File: src/rtl/mspd_pkg.sv
// Shared types and constants of the magic-sync packet deframer.
// Depends on nothing; the front end, queue, top level and testbench import it.
`default_nettype none
package mspd_pkg;

	localparam int unsigned QDEPTH = 4;
	localparam int unsigned QPTR_W = $clog2(QDEPTH);
	localparam int unsigned QCNT_W = $clog2(QDEPTH + 1);

	localparam int unsigned STORE_BYTES = 20;
	localparam int unsigned STORE_W = STORE_BYTES * 8;

	localparam logic [23:0] MAGIC_HEAD = 24'h415643;
	localparam logic [7:0] MAGIC_TAIL = 8'h31;
	localparam logic [4:0] STORE_LAST = 5'd19;
	localparam logic [4:0] HDR_LAST = 5'd23;
	localparam logic [1:0] FILL_FULL = 2'd3;
	localparam logic [31:0] MAX_LEN_RESET = 32'd8388608;

	typedef enum logic [1:0] {
		PH_HUNT = 2'd0,
		PH_HEADER = 2'd1,
		PH_PAYLOAD = 2'd2
	} phase_t;

	typedef enum logic [1:0] {
		KIND_HEADER = 2'd0,
		KIND_PAYLOAD = 2'd1,
		KIND_REJECT = 2'd2
	} kind_t;

	typedef struct packed {
		kind_t kind;
		logic [7:0] data_byte;
		logic last;
		logic [31:0] frame_width;
		logic [31:0] frame_height;
		logic [31:0] frame_flags;
		logic [63:0] header_extra;
		logic [31:0] payload_length;
	} res_t;

	typedef struct packed {
		logic push;
		res_t data;
	} push_t;

endpackage
`default_nettype wire

File: src/rtl/mspd_if.sv
// Stream interfaces of the deframer: raw bytes in, result beats out.
// Both carry valid, ready and the payload fields; no package needed.
`default_nettype none
interface mspd_in_if;
	logic valid;
	logic ready;
	logic [7:0] in_byte;

	modport source (output valid, output in_byte, input ready);
	modport sink (input valid, input in_byte, output ready);
endinterface

interface mspd_out_if;
	logic valid;
	logic ready;
	logic [1:0] kind;
	logic [7:0] data_byte;
	logic last;
	logic [31:0] frame_width;
	logic [31:0] frame_height;
	logic [31:0] frame_flags;
	logic [63:0] header_extra;
	logic [31:0] payload_length;

	modport source (output valid, output kind, output data_byte, output last,
		output frame_width, output frame_height, output frame_flags,
		output header_extra, output payload_length, input ready);
	modport sink (input valid, input kind, input data_byte, input last,
		input frame_width, input frame_height, input frame_flags,
		input header_extra, input payload_length, output ready);
endinterface
`default_nettype wire

File: src/rtl/mspd_front.sv
// Front end: accepts stream beats, hunts for the magic, collects the header
// and emits header, rejected-header and payload result beats. Uses mspd_pkg and mspd_in_if.
`default_nettype none
module mspd_front (
	input logic clk,
	input logic arst_n,
	input logic cfg_we,
	input logic [31:0] cfg_wdata,
	mspd_in_if.sink stream,
	input logic q_full,
	output mspd_pkg::push_t push_o
);
	import mspd_pkg::*;

	phase_t phase_q, phase_d;
	logic [23:0] win_q, win_d;
	logic [1:0] fill_q, fill_d;
	logic [4:0] idx_q, idx_d;
	logic [STORE_W-1:0] store_q, store_d;
	logic [31:0] len_q, len_d;
	logic [31:0] rem_q, rem_d;
	logic [31:0] max_q;

	logic accept;
	logic [7:0] b;
	logic [31:0] len_full;
	logic [31:0] rem_dec;
	logic hdr_done;
	logic reject;
	logic match;

	assign stream.ready = !q_full;
	assign accept = stream.valid && !q_full;
	assign b = stream.in_byte;
	assign len_full = {len_q[23:0], b};
	assign rem_dec = (rem_q == '0) ? '0 : rem_q - 32'd1;
	assign hdr_done = (idx_q == HDR_LAST);
	assign reject = (len_full == '0) || (len_full > max_q);
	assign match = (fill_q == FILL_FULL) && (win_q == MAGIC_HEAD) && (b == MAGIC_TAIL);

	always_comb begin
		phase_d = phase_q;
		win_d = win_q;
		fill_d = fill_q;
		idx_d = idx_q;
		store_d = store_q;
		len_d = len_q;
		rem_d = rem_q;
		if (accept) begin
			unique case (phase_q)
				PH_HEADER: begin
					if (idx_q <= STORE_LAST) begin
						store_d = {store_q[STORE_W-9:0], b};
					end else begin
						len_d = len_full;
					end
					idx_d = idx_q + 5'd1;
					if (hdr_done) begin
						idx_d = '0;
						if (reject) begin
							phase_d = PH_HUNT;
							win_d = '0;
							fill_d = '0;
						end else begin
							phase_d = PH_PAYLOAD;
							rem_d = len_full;
						end
					end
				end
				PH_PAYLOAD: begin
					rem_d = rem_dec;
					if (rem_dec == '0) begin
						phase_d = PH_HUNT;
						win_d = '0;
						fill_d = '0;
					end
				end
				default: begin
					phase_d = PH_HUNT;
					if (match) begin
						phase_d = PH_HEADER;
						idx_d = '0;
						len_d = '0;
						win_d = '0;
						fill_d = '0;
					end else begin
						win_d = {win_q[15:0], b};
						if (fill_q != FILL_FULL) begin
							fill_d = fill_q + 2'd1;
						end
					end
				end
			endcase
		end
	end

	always_comb begin
		push_o = '0;
		if (accept) begin
			unique case (phase_q)
				PH_HEADER: begin
					if (hdr_done) begin
						push_o.push = 1'b1;
						push_o.data.kind = reject ? KIND_REJECT : KIND_HEADER;
						push_o.data.frame_width = store_q[159:128];
						push_o.data.frame_height = store_q[127:96];
						push_o.data.frame_flags = store_q[95:64];
						push_o.data.header_extra = store_q[63:0];
						push_o.data.payload_length = len_full;
					end
				end
				PH_PAYLOAD: begin
					push_o.push = 1'b1;
					push_o.data.kind = KIND_PAYLOAD;
					push_o.data.data_byte = b;
					push_o.data.last = (rem_dec == '0);
					push_o.data.payload_length = len_q;
				end
				default: begin
					push_o.push = 1'b0;
				end
			endcase
		end
	end

	always_ff @(posedge clk or negedge arst_n) begin
		if (!arst_n) begin
			phase_q <= PH_HUNT;
			win_q <= '0;
			fill_q <= '0;
			idx_q <= '0;
			len_q <= '0;
			rem_q <= '0;
			max_q <= MAX_LEN_RESET;
		end else begin
			phase_q <= phase_d;
			win_q <= win_d;
			fill_q <= fill_d;
			idx_q <= idx_d;
			len_q <= len_d;
			rem_q <= rem_d;
			if (cfg_we) begin
				max_q <= cfg_wdata;
			end
		end
	end

	always_ff @(posedge clk) begin
		store_q <= store_d;
	end

`ifndef NO_ASSERTIONS
	a_rem_live: assert property (@(posedge clk) disable iff (!arst_n)
		phase_q == PH_PAYLOAD |-> rem_q != '0)
		else $error("payload phase with no bytes remaining");
	a_idx_range: assert property (@(posedge clk) disable iff (!arst_n)
		phase_q == PH_HEADER |-> idx_q <= HDR_LAST)
		else $error("header index out of range");
	a_push_room: assert property (@(posedge clk) disable iff (!arst_n)
		push_o.push |-> !q_full)
		else $error("result pushed into a full queue");
`endif

endmodule
`default_nettype wire

File: src/rtl/mspd_queue.sv
// Result queue between the front end and the output channel.
// A small register array with head and tail pointers; uses mspd_pkg.
`default_nettype none
module mspd_queue (
	input logic clk,
	input logic arst_n,
	input mspd_pkg::push_t push_i,
	output logic full,
	mspd_out_if.source result
);
	import mspd_pkg::*;

	res_t mem [QDEPTH];
	logic [QPTR_W-1:0] wr_ptr_q;
	logic [QPTR_W-1:0] rd_ptr_q;
	logic [QCNT_W-1:0] count_q;
	logic pop;
	res_t head;

	assign full = (count_q == QCNT_W'(QDEPTH));
	assign pop = result.valid && result.ready;
	assign head = mem[rd_ptr_q];

	assign result.valid = (count_q != '0);
	assign result.kind = head.kind;
	assign result.data_byte = head.data_byte;
	assign result.last = head.last;
	assign result.frame_width = head.frame_width;
	assign result.frame_height = head.frame_height;
	assign result.frame_flags = head.frame_flags;
	assign result.header_extra = head.header_extra;
	assign result.payload_length = head.payload_length;

	always_ff @(posedge clk) begin
		if (push_i.push) begin
			mem[wr_ptr_q] <= push_i.data;
		end
	end

	always_ff @(posedge clk or negedge arst_n) begin
		if (!arst_n) begin
			wr_ptr_q <= '0;
			rd_ptr_q <= '0;
			count_q <= '0;
		end else begin
			if (push_i.push) begin
				wr_ptr_q <= wr_ptr_q + 1'b1;
			end
			if (pop) begin
				rd_ptr_q <= rd_ptr_q + 1'b1;
			end
			if (push_i.push && !pop) begin
				count_q <= count_q + 1'b1;
			end else if (pop && !push_i.push) begin
				count_q <= count_q - 1'b1;
			end
		end
	end

`ifndef NO_ASSERTIONS
	a_count_max: assert property (@(posedge clk) disable iff (!arst_n)
		count_q <= QCNT_W'(QDEPTH))
		else $error("queue count exceeds depth");
	a_drain: assert property (@(posedge clk) disable iff (!arst_n)
		(pop && !push_i.push && count_q == QCNT_W'(1)) |=> !result.valid)
		else $error("queue not empty after its last entry left");
`endif

endmodule
`default_nettype wire

File: src/rtl/magic_sync_packet_deframer.sv
// Top level of the magic-sync packet deframer: front end plus result queue.
// Depends on mspd_pkg, mspd_if, mspd_front and mspd_queue.
//
//   channel   direction  handshake      beat
//   stream    in         valid/ready    one raw stream byte
//   result    out        valid/ready    one header, rejected-header or payload result
//   cfg       in         cfg_we only    max_payload_length, 32 bits
//
// One stream beat is accepted every cycle while the result queue has room.
// A result is registered in the result queue and is driven out from the queue head.
// The four-entry result queue sets when the input stalls: ready falls when it is full.
// Reset is asynchronous and takes effect at once; there is no clearing pass.
`default_nettype none
module magic_sync_packet_deframer (
	input logic clk,
	input logic arst_n,
	input logic cfg_we,
	input logic [31:0] cfg_wdata,
	mspd_in_if.sink stream,
	mspd_out_if.source result
);
	import mspd_pkg::*;

	push_t push;
	logic q_full;

	mspd_front u_front (
		.clk (clk),
		.arst_n (arst_n),
		.cfg_we (cfg_we),
		.cfg_wdata (cfg_wdata),
		.stream (stream),
		.q_full (q_full),
		.push_o (push)
	);

	mspd_queue u_queue (
		.clk (clk),
		.arst_n (arst_n),
		.push_i (push),
		.full (q_full),
		.result (result)
	);

endmodule
`default_nettype wire

File: src/flat_wrapper.sv
// flat-port wrapper written by rule: the top's interface ports become plain ports
module magic_sync_packet_deframer_flat import mspd_pkg::*;
  (clk, arst_n, cfg_we, cfg_wdata, stream_valid, stream_in_byte, stream_ready, result_valid, result_kind, result_data_byte, result_last, result_frame_width, result_frame_height, result_frame_flags, result_header_extra, result_payload_length, result_ready);
  mspd_in_if stream_i ();
  mspd_out_if result_i ();
  input logic clk;
  input logic arst_n;
  input logic cfg_we;
  input logic [31:0] cfg_wdata;
  input wire logic [$bits(stream_i.valid)-1:0] stream_valid;
  input wire logic [$bits(stream_i.in_byte)-1:0] stream_in_byte;
  output wire logic [$bits(stream_i.ready)-1:0] stream_ready;
  output wire logic [$bits(result_i.valid)-1:0] result_valid;
  output wire logic [$bits(result_i.kind)-1:0] result_kind;
  output wire logic [$bits(result_i.data_byte)-1:0] result_data_byte;
  output wire logic [$bits(result_i.last)-1:0] result_last;
  output wire logic [$bits(result_i.frame_width)-1:0] result_frame_width;
  output wire logic [$bits(result_i.frame_height)-1:0] result_frame_height;
  output wire logic [$bits(result_i.frame_flags)-1:0] result_frame_flags;
  output wire logic [$bits(result_i.header_extra)-1:0] result_header_extra;
  output wire logic [$bits(result_i.payload_length)-1:0] result_payload_length;
  input wire logic [$bits(result_i.ready)-1:0] result_ready;
  assign stream_i.valid = stream_valid;
  assign stream_i.in_byte = stream_in_byte;
  assign stream_ready = stream_i.ready;
  assign result_valid = result_i.valid;
  assign result_kind = result_i.kind;
  assign result_data_byte = result_i.data_byte;
  assign result_last = result_i.last;
  assign result_frame_width = result_i.frame_width;
  assign result_frame_height = result_i.frame_height;
  assign result_frame_flags = result_i.frame_flags;
  assign result_header_extra = result_i.header_extra;
  assign result_payload_length = result_i.payload_length;
  assign result_i.ready = result_ready;
  magic_sync_packet_deframer u_core (.clk(clk), .arst_n(arst_n), .cfg_we(cfg_we), .cfg_wdata(cfg_wdata), .stream(stream_i), .result(result_i));
endmodule
File: config.mk
export PLATFORM = sky130hd
export DESIGN_NAME = magic_sync_packet_deframer_flat
export DESIGN_NICKNAME = d
export VERILOG_FILES = /design/src/rtl/mspd_pkg.sv /design/src/rtl/mspd_if.sv /design/src/rtl/mspd_front.sv /design/src/rtl/mspd_queue.sv /design/src/rtl/magic_sync_packet_deframer.sv /design/src/flat_wrapper.sv
export SDC_FILE = /design/constraint.sdc
export NUM_CORES = 1
export LEC_CHECK = 0
export BUFFER_PORTS_ARGS = -buffer_cell sky130_fd_sc_hd__buf_2
export CAP_MARGIN = 20
export CORE_UTILIZATION = 50
export CTS_CLUSTER_SIZE = 10
export DETAILED_ROUTE_END_ITERATION = 12
export GPL_TIMING_DRIVEN = 0
export PLACE_DENSITY = 0.72
export SETUP_SLACK_MARGIN = 0.4
export SLEW_MARGIN = 20
export SYNTH_ARGS = -nofsm -noshare
export SYNTH_HDL_FRONTEND = slang
export SYNTH_SLANG_ARGS = --single-unit
File: constraint.sdc
create_clock -name clk -period 13.28 [get_ports clk]
set_input_delay 0.664 -clock clk [delete_from_list [all_inputs] [get_ports clk]]
set_output_delay 0.664 -clock clk [all_outputs]
set_load 0.05 [all_outputs]
==> metrics, run 1 <==
largest family of logic cells by synthesized area=multiplexers; Rows=107; crit path buf inv count=7; CP startpoint kind=flop; area leader, netlist=edfxtp_1; Core Area=85100 µm²; Largest stage delay, worst path=0.76 ns; Max rail drop VDD=between 0.0001 and 0.00015 V; CP top delay family=buffers and inverters; Post-synth ARST share=0.123; FMAX=221 MHz; multiplexer share of the synthesized area=0.107; initial core utilization=0.505; Post-Syn Area per Cell=18.6 µm²; Lkg Pwr=around 14 nW; GRT Total Usage=0.228; setup TNS=0 ns; Synth Area in Compound Gates=0.0453; leading cell type in the layout, fill and taps excluded=edfxtp_1; Post-Synth Simple-Gate Area=0.0606; Vias/cell=5.87; Vias=23000; crit path kind=flop to flop; synthesized-area fraction occupied by adder cells=0.0127; final setup vio count=0; Max Slew Vio Count=0; IO Pins=250; Cell Area, Synth=roughly 43000 µm²; outcome=completed; HP Class=input port to flop; CTS Hold Bufs=1; Mapped Cells=2314; Reg clk slew, reported paths=roughly 0.060 ns; Syn-to-layout area delta=16.6%; vias in the first global route=23800; Synthesized Nets=2402; antenna violations before repair=1; final net count=2812; ant diodes=0; sequential share of power=0.537; 1st-iter DRT viols=around 1900; die area=87200 µm²; area of the multi-input gates=9800 µm²; HPWL after DPL=65.2 mm; fin crit share=0.341; switching pwr=approximately 0.0014 W; final setup skew=approximately 0.028 ns; placed cell areas=46500 µm²; CP Data Arrival Time=approximately 5 ns; first-pass GRT wire length=147 mm; critical path, cell by cell=inv_1 > ha_1 > clkbuf_1 > inv_1 > nor4_2 > or2_2 > clkbuf_1 > and2_4 > buf_16 > buf_16 > buf_12; Die Y=295 µm; Synth Flop Type=edfxtp_1; Critical-path top delay cell=nor4_2; Fillers=6277; First-pass DRT Iterations=7; Tot Pwr=0.00703 W; Switching Share=0.198; Slew headroom=0.335; count of cell types in the netlist=69; worst-path fanout max=39; Post-synth EDFFs=972; Clock Latency Late Sink=a little over 0.7 ns; clk root buf=clkbuf_16; synthesized flop and latch total=1108; largest net degree at the start of global routing=83; TritonCTS clock tree=done; worst reg2reg setup slack=8.75 ns; Comb power frac=0.013; total CTS buffers=130; post-CTS setup buffer count=0; CP endpoint kind=flop; layout cells sized above 1=0.241; post-synth top area share=0.678; final hold violation count=0; Synth Area in XOR/XNOR=0.00142; CTS resizes=0; Die X=between 200 and 300 µm; slew at the pin closest to its max-slew limit=about 1.0 ns; internal power=0.00564 W; Post-DRT Antenna Nets=0; post-route cell area=50200 µm²; Clock power frac=0.451; final wirelength=98.3 mm; WP data required=13.66 ns; RSZ-0062 raised after global routing=false; Reg area=32600 µm²; CTS sink cnt=around 1100; H-tree depth=4; Period minus WS final=4.53 ns; commonest cells after routing, fill and taps aside=edfxtp_1 (972), buf_2 (253), mux4_2 (203); routed len/inst=25.1 µm; DRC viols=0; Final Wtd Congestion=0.869; cell area power density=between 100 and 150 nW/µm²; Max Cap Viol=0; Synth area leaders=edfxtp_1 (68%), mux4_2 (11%), dfrtp_1 (7.9%); Seq/Total Area, Yosys=0.757; Max clock buf depth=3; Synth warnings=0; PortBufs=around 250; grt ovf=0
[power groups by stage]
| stage | clock (W) | combinational [W] | sequential, W |
|---|---|---|---|
| floorplan | 0 | 0.0000488 | 0.00384 |
| global placement | 0 | 0.0000818 | 0.00384 |
| detailed placement | 0 | 0.0000877 | 0.00384 |
| CTS | 0.00323 | 0.0000884 | 0.00377 |
| global route | 0.00335 | 0.0000979 | 0.00377 |
| finish | 0.00317 | 0.0000881 | 0.00377 |
[state kept, by name, indices dropped and copies added, names as in the netlist]
| signal | count |
|---|---|
| u_core.u_queue.rd_ptr_q | 2 |
| u_core.u_front.win_q | 24 |
| u_core.u_front.store_q | 160 |
| u_core.u_front.phase_q | 2 |
| u_core.u_queue.wr_ptr_q | 2 |
| u_core.u_front.idx_q | 5 |
| u_core.u_front.max_q | 32 |
| u_core.u_front.rem_q | 32 |
| u_core.u_queue.mem | 812 |
| u_core.u_front.len_q | 32 |
| u_core.u_front.fill_q | 2 |
| u_core.u_queue.count_q | 3 |
[metal layers]
layer	wire length [µm]	up-vias	global-route usage
li1	-	10000	-
met1	39800	11900	0.304
met2	48700	882	0.370
met3	6520	199	0.0470
met4	3220	0	0.0919
met5	0	-	0
[worst paths after layout]
check                                                       from                                    to  depth (start not counted)
setup / recovery           u_core.u_front.phase_q[1]$_DFFE_PN0P_  u_core.u_queue.mem[3][111]$_DFFE_PP_                         11
hold / removal                                     cfg_wdata[10]  u_core.u_front.max_q[10]$_DFFE_PN0P_                          3
setup reg to reg           u_core.u_front.phase_q[1]$_DFFE_PN0P_  u_core.u_queue.mem[3][111]$_DFFE_PP_                         11
hold reg to reg             u_core.u_front.store_q[41]$_DFFE_PP_  u_core.u_front.store_q[49]$_DFFE_PP_                          0
max in group asynchronous                                 arst_n  u_core.u_front.win_q[18]$_DFFE_PN0P_                          3
min in group asynchronous                                 arst_n  u_core.u_front.max_q[15]$_DFFE_PN0P_                          2
[area by class of cell]
class / count / share of cell area
inverter: 53 / 0.00396
clock inverter: 15 / 0.00491
multi-input combinational: 1035 / 0.195
tap: 1144 / 0.0285
clock buffer: 167 / 0.0694
buffer: 118 / 0.00942
timing repair buffer: 278 / 0.0393
sequential: 1108 / 0.649
[cells by family (layout without fill, tap and decap cells)]
family | after synthesis | after routing
AO/OA/AOI/OAI | 302 | 302
XOR/XNOR | 7 | 7
adder cells (fa/ha/maj) | 43 | 43
buffers and inverters | 171 | 631
flip-flops | 1108 | 1108
multiplexers | 206 | 206
AND/OR/NAND/NOR | 477 | 477
[worst min-delay path, stage by stage]
cell     delay, ns
buf_2         0.08
nand2_1       0.04
o21ai_0       0.05
[per-stage QoR]
step                       util  hold WS [ns]  cells  worst slack (ns)
after floorplan               -         0.368   2314              4.89
after global placement    0.537         0.426   3706             0.192
after detailed placement  0.546         0.427   3735              8.83
after CTS                 0.590         0.113   3918              8.57
after global routing      0.590         0.142   3918              8.47
final                     0.590         0.161   3918              8.75
[synthesized netlist by cell type (10+ instances only)]
master      n
edfxtp_1  972
mux4_2    203
and2_1    168
dfrtp_1   135
nand2_1   134
o21ai_0   130
clkbuf_1   81
a22o_1     57
inv_1      52
a21oi_1    51
nor2_1     46
ha_1       42
buf_1      28
nor3_1     22
nand4_1    19
nor4_1     19
a22oi_1    12
nand3_1    12
and3_1     10
(Power assumes the default switching activity.)
==> inputs of run 2 (changes only) <==
Clock period 13.28 ns to 4.2 ns, I/O delays scaled along.
==> run 2 against run 1 <==
Routed wire length up 2.1%. Design area up 1.4%. Highest routed layer is now met5. Setup slack worse by 8.2 ns. Clock skew about the same. Sequential share of layout area down 0.90 points.
==> metrics, run 2 (synthesis results as in run 1) <==
outcome=completed; vias in the first global route=24100; H-tree depth=4; routed len/inst=25.2 µm; 1st-iter DRT viols=1951; Max Slew Vio Count=0; Core Area=around 85000 µm²; HPWL after DPL=approximately 65 mm; critical path, cell by cell=ha_1 > nand4_1 > nor4_1 > a21boi_0 > o41a_1 > o21ai_0 > clkbuf_1 > or2_1 > buf_2 > buf_6 > a22o_1; reg2reg start=u_core.u_front.len_q[6]$_DFFE_PN0P_; layout cells sized above 1=0.252; Reg clk slew, reported paths=0.06 ns; final setup vio count=0; Syn-to-layout area delta=18.3%; Critical-path top delay cell=dfrtp_1; Rows=107; setup ws final=~0.56 ns; Period minus WS final=3.64 ns; final setup skew=0.0280 ns; final net count=2878; worst-case reg-to-reg path depth=11; total CTS buffers=130; TritonCTS clock tree=done; CP startpoint kind=flop; Lkg Pwr=approximately 15 nW; WP data required=4.78 ns; Setup crit end=u_core.u_front.win_q[16]$_DFFE_PN0P_; crit path kind=flop to flop; Worst R2R End=u_core.u_front.win_q[16]$_DFFE_PN0P_; antenna violations before repair=2; HP Class=input port to flop; Max Cap Viol=0; Die Y=approximately 300 µm; CP endpoint kind=flop; final wirelength=100 mm; slew at the pin closest to its max-slew limit=a little under 1 ns; DRC viols=0; met1 usage=0.310; CTS sink cnt=around 1100; Clock Latency Late Sink=0.72 ns; hold_ws=between 0.15 and 0.2 ns; Tot Pwr=0.0220 W; grt ovf=0; Vias/cell=5.90; Max clock buf depth=3; Largest stage delay, worst path=0.56 ns; CP Data Arrival Time=4.22 ns; leading cell type in the layout, fill and taps excluded=edfxtp_1; Global Route met2 Usage=0.377; worst reg2reg setup slack=0.56 ns; worst setup path start=u_core.u_front.len_q[6]$_DFFE_PN0P_; GR peak layer=met2; FMAX=about 270 MHz; cell area power density=432 nW/µm²; final core utilization=0.598; register name with the most flops=u_core.u_queue.mem; fin crit share=0.867; DP Worst Slack=-0.120 ns; Final Wtd Congestion=0.907; PortBufs=248; Fillers=~6100; First-pass DRT Iterations=7; RSZ-0062 raised after global routing=false; initial core utilization=0.505; commonest cells after routing, fill and taps aside=edfxtp_1 (972), buf_2 (253), mux4_2 (203); Post-DRT Antenna Nets=0; Slew headroom=0.360; IO Pins=250; max reg flops=812; die area=87200 µm²; final hold violation count=0; Die X=295 µm; Vias=~23000; Max rail drop VDD=0.000403 V; ant diodes=0; met3 Usage GRT=0.0535; clk root buf=clkbuf_16; first-pass GRT wire length=150 mm; largest net degree at the start of global routing=89; Largest regs=u_core.u_queue.mem x812, u_core.u_front.store_q x160; worst-path fanout max=10; GRT Total Usage=0.233
run 2: cell count changes in the layout (fill, tap and decap cells not counted), sizes merged:
cell / previous run / this run
clkinv: 10 / 12
inv: 58 / 57
clkbuf: 248 / 249
clkdlybuf4s15: 0 / 13
and2: 168 / 171
bufinv: 0 / 1
dlygate4sd3: 1 / 46
buf: 314 / 315
run 2: timing repair:
item                                    in CTS  in global routing
endpoints found under the hold margin      192                  0
pin swaps                                    5                  7
gates resized for setup                     35                 21
hold buffers                                47                  0
buffers inserted                             5                  9
cloned                                       2                  1
endpoints found under the setup margin     621                237
run 2: how the worst min path moves through the flow:
stage | from | endpoint | slack, ns | depth (start not counted)
after floorplan | arst_n | u_core.u_front.fill_q[0]$_DFFE_PN0P_ | -0.09 | 0
after global placement | cfg_wdata[2] | u_core.u_front.max_q[2]$_DFFE_PN0P_ | 0.42 | 3
after detailed placement | arst_n | u_core.u_front.max_q[14]$_DFFE_PN0P_ | 0.15 | 1
after CTS | cfg_we | u_core.u_front.max_q[29]$_DFFE_PN0P_ | 0.13 | 3
after global routing | cfg_we | u_core.u_front.max_q[29]$_DFFE_PN0P_ | 0.19 | 3
final | cfg_we | u_core.u_front.max_q[23]$_DFFE_PN1P_ | 0.18 | 4
run 2: area by class of cell:
class / instances / area [µm²] / area share
Inverter: 53 / 199 / 0.00391
Buffer: 118 / 582 / 0.0114
Clock buffer: 164 / 3390 / 0.0666
Clock inverter: 17 / 206 / 0.00406
Tap cell: 1144 / 1430 / 0.0281
Sequential cell: 1108 / 32600 / 0.640
Timing Repair Buffer: 341 / 2580 / 0.0507
Multi-Input combinational cell: 1038 / 9920 / 0.195
run 2: where the power goes:
group | internal, W | leakage, nW | total, W | switching, W
combinational | 0.000137 | 4.26 | 0.000320 | 0.000183
sequential | 0.0119 | 8.79 | 0.0119 | 0.0000365
clock | 0.00569 | 1.75 | 0.00976 | 0.00407
total | 0.0177 | 14.8 | 0.0220 | 0.00429
run 2: routing by layer:
layer	share of wire	vias up
li1	-	10100
met1	0.40	12100
met2	0.49	989
met3	0.074	204
met4	0.030	4
met5	0.00026	-
run 2: worst max-delay path: cells and delay by family, from the launching register on:
family / cells / cell delay [ns]
adders and majority gates: 1 / 0.42
buffers and inverters: 3 / 0.66
AOI/OAI and AO/OA: 4 / 0.99
DFF: 1 / 0.56
and+or+nand+nor: 3 / 0.86
run 2: per-stage QoR:
stage,instances,TNS (ns),instance area [µm²]
2_1_floorplan,2314,0,43100
6_report,3983,0,50900
3_3_place_gp,3706,-1284.20,45700
3_5_place_dp,3737,-15.41,46500
4_1_cts,3972,0,50800
5_1_grt,3983,0,50900
